<file path="src/hw/rtl/grc_pkg.sv">
`timescale 1ns / 1ps
// ----------------------------------------------------------------------------
// Grid ray caster package
// Types, fixed constants and small tables shared by the ray caster modules.
// ----------------------------------------------------------------------------
package grc_pkg;

    // Geometry of the map and of the fixed-point pixel format.
    localparam int CELL_SIZE  = 64;
    localparam int CELL_LOG   = 6;
    localparam int MAP_DIM    = 64;
    localparam int MAP_LOG    = 6;
    localparam int ANGLE_BITS = 12;
    localparam int FRAC       = 8;
    localparam int CELL_SHIFT = FRAC + CELL_LOG;
    localparam int CELL_PX    = CELL_SIZE << FRAC;
    localparam int ADDR_W     = 2 * MAP_LOG;

    // Working widths.
    localparam int POS_W   = 52;
    localparam int DD_W    = POS_W + 1;
    localparam int DIFF_W  = CELL_SHIFT + 2;
    localparam int TRIG_W  = 32;
    localparam int DIV_W   = DIFF_W + TRIG_W;
    localparam int KEY_W   = 25;
    localparam int RAD_W   = 2 * KEY_W;
    localparam int REM_W   = KEY_W + 2;

    // Rotation unit.
    localparam int CORDIC_ITERS = 28;
    localparam int CORDIC_W     = 34;
    localparam int CORDIC_GAIN  = 652032874;
    localparam int Q30_ONE      = 1073741824;

    // Result limits.
    localparam int DIST_MAX  = 16777215;
    localparam int KEY_UNDEF = DIST_MAX + 1;
    localparam int HIT_MAX   = 8388607;
    localparam int HIT_MIN   = -8388608;
    localparam int SQ_ITERS  = KEY_W;

    // Item kinds and map codes.
    localparam logic KIND_WRITE = 1'b0;
    localparam logic KIND_CAST  = 1'b1;
    localparam logic [1:0] CELL_EMPTY = 2'd0;

    // Configuration register indexes.
    localparam logic [1:0] REG_PLAYER_X  = 2'd0;
    localparam logic [1:0] REG_PLAYER_Y  = 2'd1;
    localparam logic [1:0] REG_MAX_STEPS = 2'd2;

    typedef struct packed {
        logic        kind;
        logic [5:0]  cell_col;
        logic [5:0]  cell_row;
        logic [1:0]  cell_code;
        logic [11:0] angle;
    } t_in_item;

    typedef struct packed {
        logic signed [23:0] hit_x;
        logic signed [23:0] hit_y;
        logic [23:0]        distance;
        logic               hit_side;
    } t_out_item;

    typedef struct packed {
        logic [19:0] player_x;
        logic [19:0] player_y;
        logic [6:0]  max_steps;
    } t_cfg;

    typedef enum logic [4:0] {
        OP_NONE, OP_WRITE, OP_LOAD, OP_CORDIC, OP_CFIN, OP_SETUP, OP_MUL,
        OP_DIVA, OP_TAKEA, OP_DIVB, OP_TAKEB, OP_CHECK, OP_DIFF, OP_SQX,
        OP_SQY, OP_SQST, OP_SQRT, OP_KEY, OP_NEXT, OP_OUT
    } t_dp_op;

    typedef struct packed {
        t_dp_op op;
    } t_dp_cmd;

    typedef struct packed {
        logic cordic_last;
        logic skip;
        logic div_busy;
        logic probe_end;
        logic cell_stop;
        logic sqrt_last;
        logic walk;
    } t_dp_sts;

    // Arctangent of 2^-i as a fraction of a full turn, 2^32 per turn.
    function automatic logic signed [CORDIC_W-1:0] atan_entry(input logic [4:0] i);
        logic [31:0] v;
        unique case (i)
            5'd0:  v = 32'h20000000;
            5'd1:  v = 32'h12E4051E;
            5'd2:  v = 32'h09FB385B;
            5'd3:  v = 32'h051111D4;
            5'd4:  v = 32'h028B0D43;
            5'd5:  v = 32'h0145D7E1;
            5'd6:  v = 32'h00A2F61E;
            5'd7:  v = 32'h00517C55;
            5'd8:  v = 32'h0028BE53;
            5'd9:  v = 32'h00145F2F;
            5'd10: v = 32'h000A2F98;
            5'd11: v = 32'h000517CC;
            5'd12: v = 32'h00028BE6;
            5'd13: v = 32'h000145F3;
            5'd14: v = 32'h0000A2FA;
            5'd15: v = 32'h0000517D;
            5'd16: v = 32'h000028BE;
            5'd17: v = 32'h0000145F;
            5'd18: v = 32'h00000A30;
            5'd19: v = 32'h00000518;
            5'd20: v = 32'h0000028C;
            5'd21: v = 32'h00000146;
            5'd22: v = 32'h000000A3;
            5'd23: v = 32'h00000051;
            5'd24: v = 32'h00000029;
            5'd25: v = 32'h00000014;
            5'd26: v = 32'h0000000A;
            5'd27: v = 32'h00000005;
            default: v = 32'h0;
        endcase
        return $signed(CORDIC_W'(v));
    endfunction

    // Saturate a position to the signed 24-bit result range.
    function automatic logic signed [23:0] sat_hit(input logic signed [POS_W-1:0] v);
        logic signed [POS_W-1:0] hi;
        logic signed [POS_W-1:0] lo;
        hi = POS_W'(HIT_MAX);
        lo = POS_W'(HIT_MIN);
        if (v > hi) begin
            return hi[23:0];
        end else if (v < lo) begin
            return lo[23:0];
        end
        return v[23:0];
    endfunction

endpackage

</file>
<file path="src/hw/rtl/grc_ctrl.sv">
`timescale 1ns / 1ps
// ----------------------------------------------------------------------------
// Grid ray caster controller
// Issues map writes and runs a cast: rotation, two walks, distances, result.
// ----------------------------------------------------------------------------
module grc_ctrl (
    input  logic              i_clk,
    input  logic              i_rst_n,
    input  logic              i_in_valid,
    input  logic              i_in_kind,
    input  logic              i_out_stall,
    input  grc_pkg::t_dp_sts  i_sts,
    output grc_pkg::t_dp_cmd  o_cmd,
    output logic              o_in_stall,
    output logic              o_out_valid
);
    import grc_pkg::*;

    typedef enum logic [18:0] {
        S_IDLE   = 19'b0000000000000000001,
        S_CORDIC = 19'b0000000000000000010,
        S_CFIN   = 19'b0000000000000000100,
        S_SETUP  = 19'b0000000000000001000,
        S_MUL    = 19'b0000000000000010000,
        S_DIVA   = 19'b0000000000000100000,
        S_WAITA  = 19'b0000000000001000000,
        S_DIVB   = 19'b0000000000010000000,
        S_WAITB  = 19'b0000000000100000000,
        S_PROBE  = 19'b0000000001000000000,
        S_CHECK  = 19'b0000000010000000000,
        S_DIFF   = 19'b0000000100000000000,
        S_SQX    = 19'b0000001000000000000,
        S_SQY    = 19'b0000010000000000000,
        S_SQST   = 19'b0000100000000000000,
        S_SQRT   = 19'b0001000000000000000,
        S_KEY    = 19'b0010000000000000000,
        S_NEXT   = 19'b0100000000000000000,
        S_OUT    = 19'b1000000000000000000
    } t_state;

    t_state r_state, n_state;
    logic   r_out_valid, n_out_valid;

    // Next state and command.
    always_comb begin
        n_state     = r_state;
        n_out_valid = r_out_valid && i_out_stall;
        o_cmd.op    = OP_NONE;
        unique case (r_state)
            S_IDLE: begin
                if (i_in_valid) begin
                    if (i_in_kind == KIND_CAST) begin
                        o_cmd.op = OP_LOAD;
                        n_state  = S_CORDIC;
                    end else begin
                        o_cmd.op = OP_WRITE;
                    end
                end
            end
            S_CORDIC: begin
                o_cmd.op = OP_CORDIC;
                if (i_sts.cordic_last) n_state = S_CFIN;
            end
            S_CFIN: begin
                o_cmd.op = OP_CFIN;
                n_state  = S_SETUP;
            end
            S_SETUP: begin
                o_cmd.op = OP_SETUP;
                n_state  = i_sts.skip ? S_NEXT : S_MUL;
            end
            S_MUL: begin
                o_cmd.op = OP_MUL;
                n_state  = S_DIVA;
            end
            S_DIVA: begin
                o_cmd.op = OP_DIVA;
                n_state  = S_WAITA;
            end
            S_WAITA: begin
                if (!i_sts.div_busy) begin
                    o_cmd.op = OP_TAKEA;
                    n_state  = S_DIVB;
                end
            end
            S_DIVB: begin
                o_cmd.op = OP_DIVB;
                n_state  = S_WAITB;
            end
            S_WAITB: begin
                if (!i_sts.div_busy) begin
                    o_cmd.op = OP_TAKEB;
                    n_state  = S_PROBE;
                end
            end
            S_PROBE: begin
                n_state = i_sts.probe_end ? S_DIFF : S_CHECK;
            end
            S_CHECK: begin
                o_cmd.op = OP_CHECK;
                n_state  = i_sts.cell_stop ? S_DIFF : S_PROBE;
            end
            S_DIFF: begin
                o_cmd.op = OP_DIFF;
                n_state  = S_SQX;
            end
            S_SQX: begin
                o_cmd.op = OP_SQX;
                n_state  = S_SQY;
            end
            S_SQY: begin
                o_cmd.op = OP_SQY;
                n_state  = S_SQST;
            end
            S_SQST: begin
                o_cmd.op = OP_SQST;
                n_state  = S_SQRT;
            end
            S_SQRT: begin
                o_cmd.op = OP_SQRT;
                if (i_sts.sqrt_last) n_state = S_KEY;
            end
            S_KEY: begin
                o_cmd.op = OP_KEY;
                n_state  = S_NEXT;
            end
            S_NEXT: begin
                if (i_sts.walk) begin
                    n_state = S_OUT;
                end else begin
                    o_cmd.op = OP_NEXT;
                    n_state  = S_SETUP;
                end
            end
            S_OUT: begin
                // Wait for the output register to be free.
                if (!r_out_valid || !i_out_stall) begin
                    o_cmd.op    = OP_OUT;
                    n_out_valid = 1'b1;
                    n_state     = S_IDLE;
                end
            end
            default: n_state = S_IDLE;
        endcase
    end

    always_ff @(posedge i_clk) begin
        if (!i_rst_n) begin
            r_state     <= S_IDLE;
            r_out_valid <= 1'b0;
        end else begin
            r_state     <= n_state;
            r_out_valid <= n_out_valid;
        end
    end

    assign o_in_stall  = r_state != S_IDLE;
    assign o_out_valid = r_out_valid;

    a_div_in_wait: assert property (@(posedge i_clk) disable iff (!i_rst_n)
        i_sts.div_busy |-> (r_state == S_WAITA || r_state == S_WAITB))
        else $error("divider busy outside a wait state");

    a_result_from_out: assert property (@(posedge i_clk) disable iff (!i_rst_n)
        $rose(r_out_valid) |-> $past(r_state == S_OUT))
        else $error("result raised outside the output state");

    a_out_holds: assert property (@(posedge i_clk) disable iff (!i_rst_n)
        (r_state == S_OUT && r_out_valid && i_out_stall)
        |=> (r_state == S_OUT && r_out_valid))
        else $error("pending result overwritten");

endmodule
</file>
<file path="config.mk">
export PLATFORM = sky130hd
export DESIGN_NAME = grc_ctrl
export DESIGN_NICKNAME = d
export VERILOG_FILES = /design/src/hw/rtl/grc_pkg.sv /design/src/hw/rtl/grc_ctrl.sv
export SDC_FILE = /design/constraint.sdc
export NUM_CORES = 1
export LEC_CHECK = 0
export BUFFER_PORTS_ARGS = -buffer_cell sky130_fd_sc_hd__buf_2
export CORE_ASPECT_RATIO = 1.4
export CORE_UTILIZATION = 50
export DETAILED_ROUTE_END_ITERATION = 8
export GPL_TIMING_DRIVEN = 0
export PLACE_DENSITY = 0.85
export SYNTH_ARGS = -nofsm -noshare
export SYNTH_HDL_FRONTEND = slang
export SYNTH_SLANG_ARGS = --single-unit
export TNS_END_PERCENT = 100
</file>
<file path="constraint.sdc">
create_clock -name i_clk -period 2 [get_ports i_clk]
set_clock_uncertainty 0.2 [all_clocks]
set_input_delay 0.1 -clock i_clk [delete_from_list [all_inputs] [get_ports i_clk]]
set_output_delay 0.1 -clock i_clk [all_outputs]
set_load 0.01 [all_outputs]
</file>
==> summary.txt, run 1 <==
Outcome = stopped before the end
Exit stage = global routing (5_1_grt)
First Err = [ERROR GRT-0232] Routing congestion too high. Check the congestion heatmap in the GUI.
CTS H-tree lvls = 1
Mapped Area = 0.001215 mm^2
Clk Tree Root Cell = clkbuf_4
#FFs+latches synth = 20
Rows = 20
Synthesis warning total = 0
Largest net degree at the start of global routing = 12
Top FF cell, synth = dfxtp_1
Net Count, Synth = 159
CTS buffer count = 3
Port buffer count = 18
Synth cell types = 41
Initial Util = 54.55%
Cells after Synth = 147
Sequential-to-total area share from yosys stat = 32.96%
Worst-path endpoint category = top-level output
Worst_ep grt = o_cmd[0]
GRT Resource Usage Total = 58.44%
Dominant cell type by area after synthesis = dfxtp_1
Ports = 19
CTS Buffer Depth = 2
Async SR Flop Fraction = 0%
Clock Sinks = 20
Post-DP HPWL = 2508 um
Die Width = 43.66 um
Die height = 60.33 um
Post-synth EDFFs = 0
Synth top area cells = dfxtp_1 33%, nor4_1 6.7%, nor4_4 5.3%
Gpl congestion = 0.8700
Total global routing overflow = 6
Synthesized area per cell = 8.265 um^2
Placed Area = 0.001374 mm^2
Top-area cell type share of the netlist area = 32.96%
## repair_timing
| item | in CTS |
|---|---|
| endpoints found under the setup margin | 20 |
| resized for setup | 62 |
| hold endpoints to repair | 14 |
| setup buffers | 25 |
| pin swaps | 21 |
| hold buffers | 10 |
## per-layer routing
layer	GRT usage [%]	GRT overflow
met1	61.51	0
met5	0	0
met2	82.94	2
met3	25.68	0
met4	61.16	4
## logic make-up after synthesis
family / after synthesis / share of synthesized area (%)
compound gates: 17 / 9.476
xor+xnor: 2 / 1.442
buf+inv: 4 / 1.235
flops: 20 / 32.96
simple gates: 104 / 54.89
## synthesized netlist by cell type (all sizes together), types with 2 or more instances
library cell and n:
dfxtp 20, nor4 17, nand2 14, nor2 13
nand2b 10, nor3 9, and2 6, nor2b 6
a21oi 5, nand4 5, nand3 4, nand3b 4
or4 4, a21boi 3, and3 3, and3b 2
clkbuf 2, inv 2, o21a 2
## through the flow
stage	TNS [ps]	setup slack, ps	std cells
2_1_floorplan	0	1.785	147
3_3_place_gp	-2785	-350.1	187
3_5_place_dp	-3813	-398.0	187
4_1_cts	-3961	-487.9	225
==> run 2: changes to the inputs <==
Settings changed: CORE_AREA set to 2 2 63 65, CORE_ASPECT_RATIO 1.4 to not set, CORE_UTILIZATION 50 to not set, DIE_AREA set to 0 0 65 67, PLACE_DENSITY 0.85 to not set, PLACE_DENSITY_LB_ADDON set to 0.15.
Clock period 2 ns to 2.6 ns, I/O delays scaled along.
==> run 2 against run 1 <==
  * The flow now finishes without violations
  * Area after synthesis stayed put
  * Synthesized cell count stayed put
==> summary.txt, run 2 <==
Initial Util = 33.69% (was 54.55%)
Clk slew on worst S/H paths = 80 ps
ANT nets after route = 0
Async SR Flop Fraction = 0% (unchanged)
Core area = 0.003606 mm^2
Cells after Synth = 147 (unchanged)
Synthesized area per cell = 8.265 um^2 (unchanged)
Design area = 0.001690 mm^2
Global-route wire length before repair = 5727 um
Full die area = 0.004355 mm^2
Synth top area cells = dfxtp_1 33%, nor4_1 6.7%, nor4_4 5.3% (unchanged)
Outcome = complete, no violations (was stopped before the end)
Rows = 22 (was 20)
Largest delay share family, worst path = simple AND/OR/NAND/NOR gates
Dominant cell type by area after synthesis = dfxtp_1 (unchanged)
Worst R2R Start = r_state[15]
Worst setup EP type = output port
Die Width = 65 um (was 43.66 um)
Mapped Area = 0.001215 mm^2 (unchanged)
Vias per cell = 5.706
Minimum clock period after layout = 2547 ps
GRT Resource Usage Total = 17.39%
Max stage delay on crit path = 580 ps
Hold crit path type = primary input to register
Final hold violations = 0
Reg2reg setup slack = 240 ps
Most frequent cells in the layout = 18 x buf_2, 14 x nand2_1, 13 x dfxtp_1
Worst vdd ir = 187.8 uV
Post-DP HPWL = 2596 um (was 2508 um)
Slowest-stage cell, CP = nor4_1
Data arrival at the endpoint of the critical path = 2220 ps
Fill count = 362
Leak Pwr = 0.6729 nW
Iter 0 DRT Violations = 137
Layout Nets = 197
Crit-path cells = nor4_4 -> buf_4 -> nand4_4 -> nor4_1 -> nor4_1 -> nand2_1 -> buf_2
Top FF cell, synth = dfxtp_1 (unchanged)
Largest register by flop count = r_state
Hold path cells = 2
Post-synth EDFFs = 0 (unchanged)
Slew margin rel. = 56.88%
Number of remaining DRC errors = 0
Largest net degree at the start of global routing = 11
Share of cells above drive strength 1 = 36.07%
# diodes = 0
#FFs+latches synth = 20 (unchanged)
Placed Instances = 213 (was 187)
CTS tree = yes
Slew Viols, Final = 0
Number of flip-flops in the largest register = 19
Ports = 19 (unchanged)
Crit Reg-Reg Endpoint = r_state[8]
Die height = 67 um (was 60.33 um)
Port buffer count = 18 (unchanged)
CP required = 2270 ps
Final cell count without fillers = 231
Hold Crit Start = i_rst_n
Hold EP = o_out_valid
Vias in the first global route = 1203
Area growth syn-to-layout = 39.13%
Most used cell, CP = nor4_1
Clk Tree Root Cell = clkbuf_8 (was clkbuf_4)
Final Setup Violations = 0
Routed len/inst = 15.36 um
Total power draw = 0.6244 mW
CTS buffer count = 3 (unchanged)
Clock Sinks = 20 (unchanged)
Crit path buffers/inverters = 2
Vias = 1318
Net Count, Synth = 159 (unchanged)
Placed Area = 0.001365 mm^2 (was 0.001374 mm^2)
1st-pass router iterations = 4
PwrDens = 369.4 mW/mm^2
RSZ-0062 raised after global routing = yes
Synth cell types = 41 (unchanged)
Max Clk Rate = 392.7 MHz
Setup TNS = 0 ps
CTS Buffer Depth = 2 (unchanged)
Worst Reg2Reg Path Length in Cells = 8
Synth top cells by count = 20 x dfxtp_1, 14 x nand2_1, 13 x nor2_1, 13 x nor4_1, 10 x nand2b_1 (unchanged)
Critical path startpoint = r_state[12]
Setup CP Type = register to output port
Period utilization = 97.95%
Most numerous cell in the Yosys netlist = dfxtp_1 (unchanged)
Gpl congestion = 0.8928 (was 0.8700)
Total global routing overflow = 0
CTS H-tree lvls = 1 (unchanged)
Top-area cell type share of the netlist area = 32.96% (unchanged)
CP max FO = 6
Synthesis warning total = 0 (unchanged)
Worst setup SP type = register
Sequential-to-total area share from yosys stat = 32.96% (unchanged)
Max Cap Violations = 0
Final wirelength = 3549 um
Most common cell after layout, fill and taps aside = buf_2
Clk_lat worst skew = 260 ps
Initial antenna violation count = 0
Slew @ Worst Pin = 640.9 ps
run 2: cell counts after synthesis:
No cell type changed its count.
run 2: worst max path at each step:
| stage | depth (start not counted) | end |
|---|---|---|
| 2_1_floorplan | 5 | o_cmd[0] |
| 3_3_place_gp | 6 | o_cmd[0] |
| 3_5_place_dp | 6 | o_cmd[0] |
| 4_1_cts | 6 | o_cmd[0] |
| 5_1_grt | 9 | o_cmd[1] |
| 6_report | 7 | o_cmd[2] |
run 2: worst reg2reg max path: stages (launching register included):
cell and delay (ps):
dfxtp_1 530, nor4_4 70, buf_4 160, buf_4 130, and4_1 210, and3_1 200
or4_1 550, a21oi_1 160, nor2b_1 60
run 2: logic make-up after synthesis:
kind of cell / share of synthesized area, %
and+or+nand+nor: 54.89
DFF: 32.96
AOI/OAI and AO/OA: 9.476
xor gates and xnor gates: 1.442
buffers and inverters: 1.235
run 2: layer usage:
| layer | track usage, % | wire length [um] | vias to the layer above |
|---|---|---|---|
| met2 | 28.35 | 1666 | 39 |
| met5 | 0 | 0 | - |
| li1 | - | - | 628 |
| met4 | 7.447 | 84 | 0 |
| met1 | 21.65 | 1630 | 642 |
| met3 | 4.392 | 168 | 9 |
run 2: final cells by class:
type,instances,area (um^2),area share [%]
clock buffers,3,41.29,2.443
well taps,48,60.06,3.553
multi-input cells,123,943.4,55.81
inverters,2,7.507,0.4441
repair buffers,34,222.7,13.18
flip-flops and latches,20,411.6,24.35
plain buffers,1,3.754,0.2221
run 2: what timing repair did:
action                                  in CTS  in global routing
pin swaps                                    3                 11
endpoints found under the setup margin       5                  5
setup buffers                                4                  7
gates resized for setup                      5                 27
hold buffers                                 5                  0
endpoints found under the hold margin        7                  0
run 2: metrics by stage:
step                setup slack [ps]  util, %  hold WS (ps)
finish                         53.40    46.88         6.401
detailed placement             109.9    37.86         217.8
CTS                           0.8187    42.09         13.14
global route                  -5.728    46.88         9.574
floorplan                      499.3        -         58.16
global placement               114.6    37.86         207.5
run 2: power breakdown:
group,internal (mW),switching (mW),total [mW]
clock,0.103,0.105,0.208
combinational,0.0505,0.0523,0.103
sequential,0.308,0.00599,0.314
No activity file was read; power rests on OpenSTA's default activity.
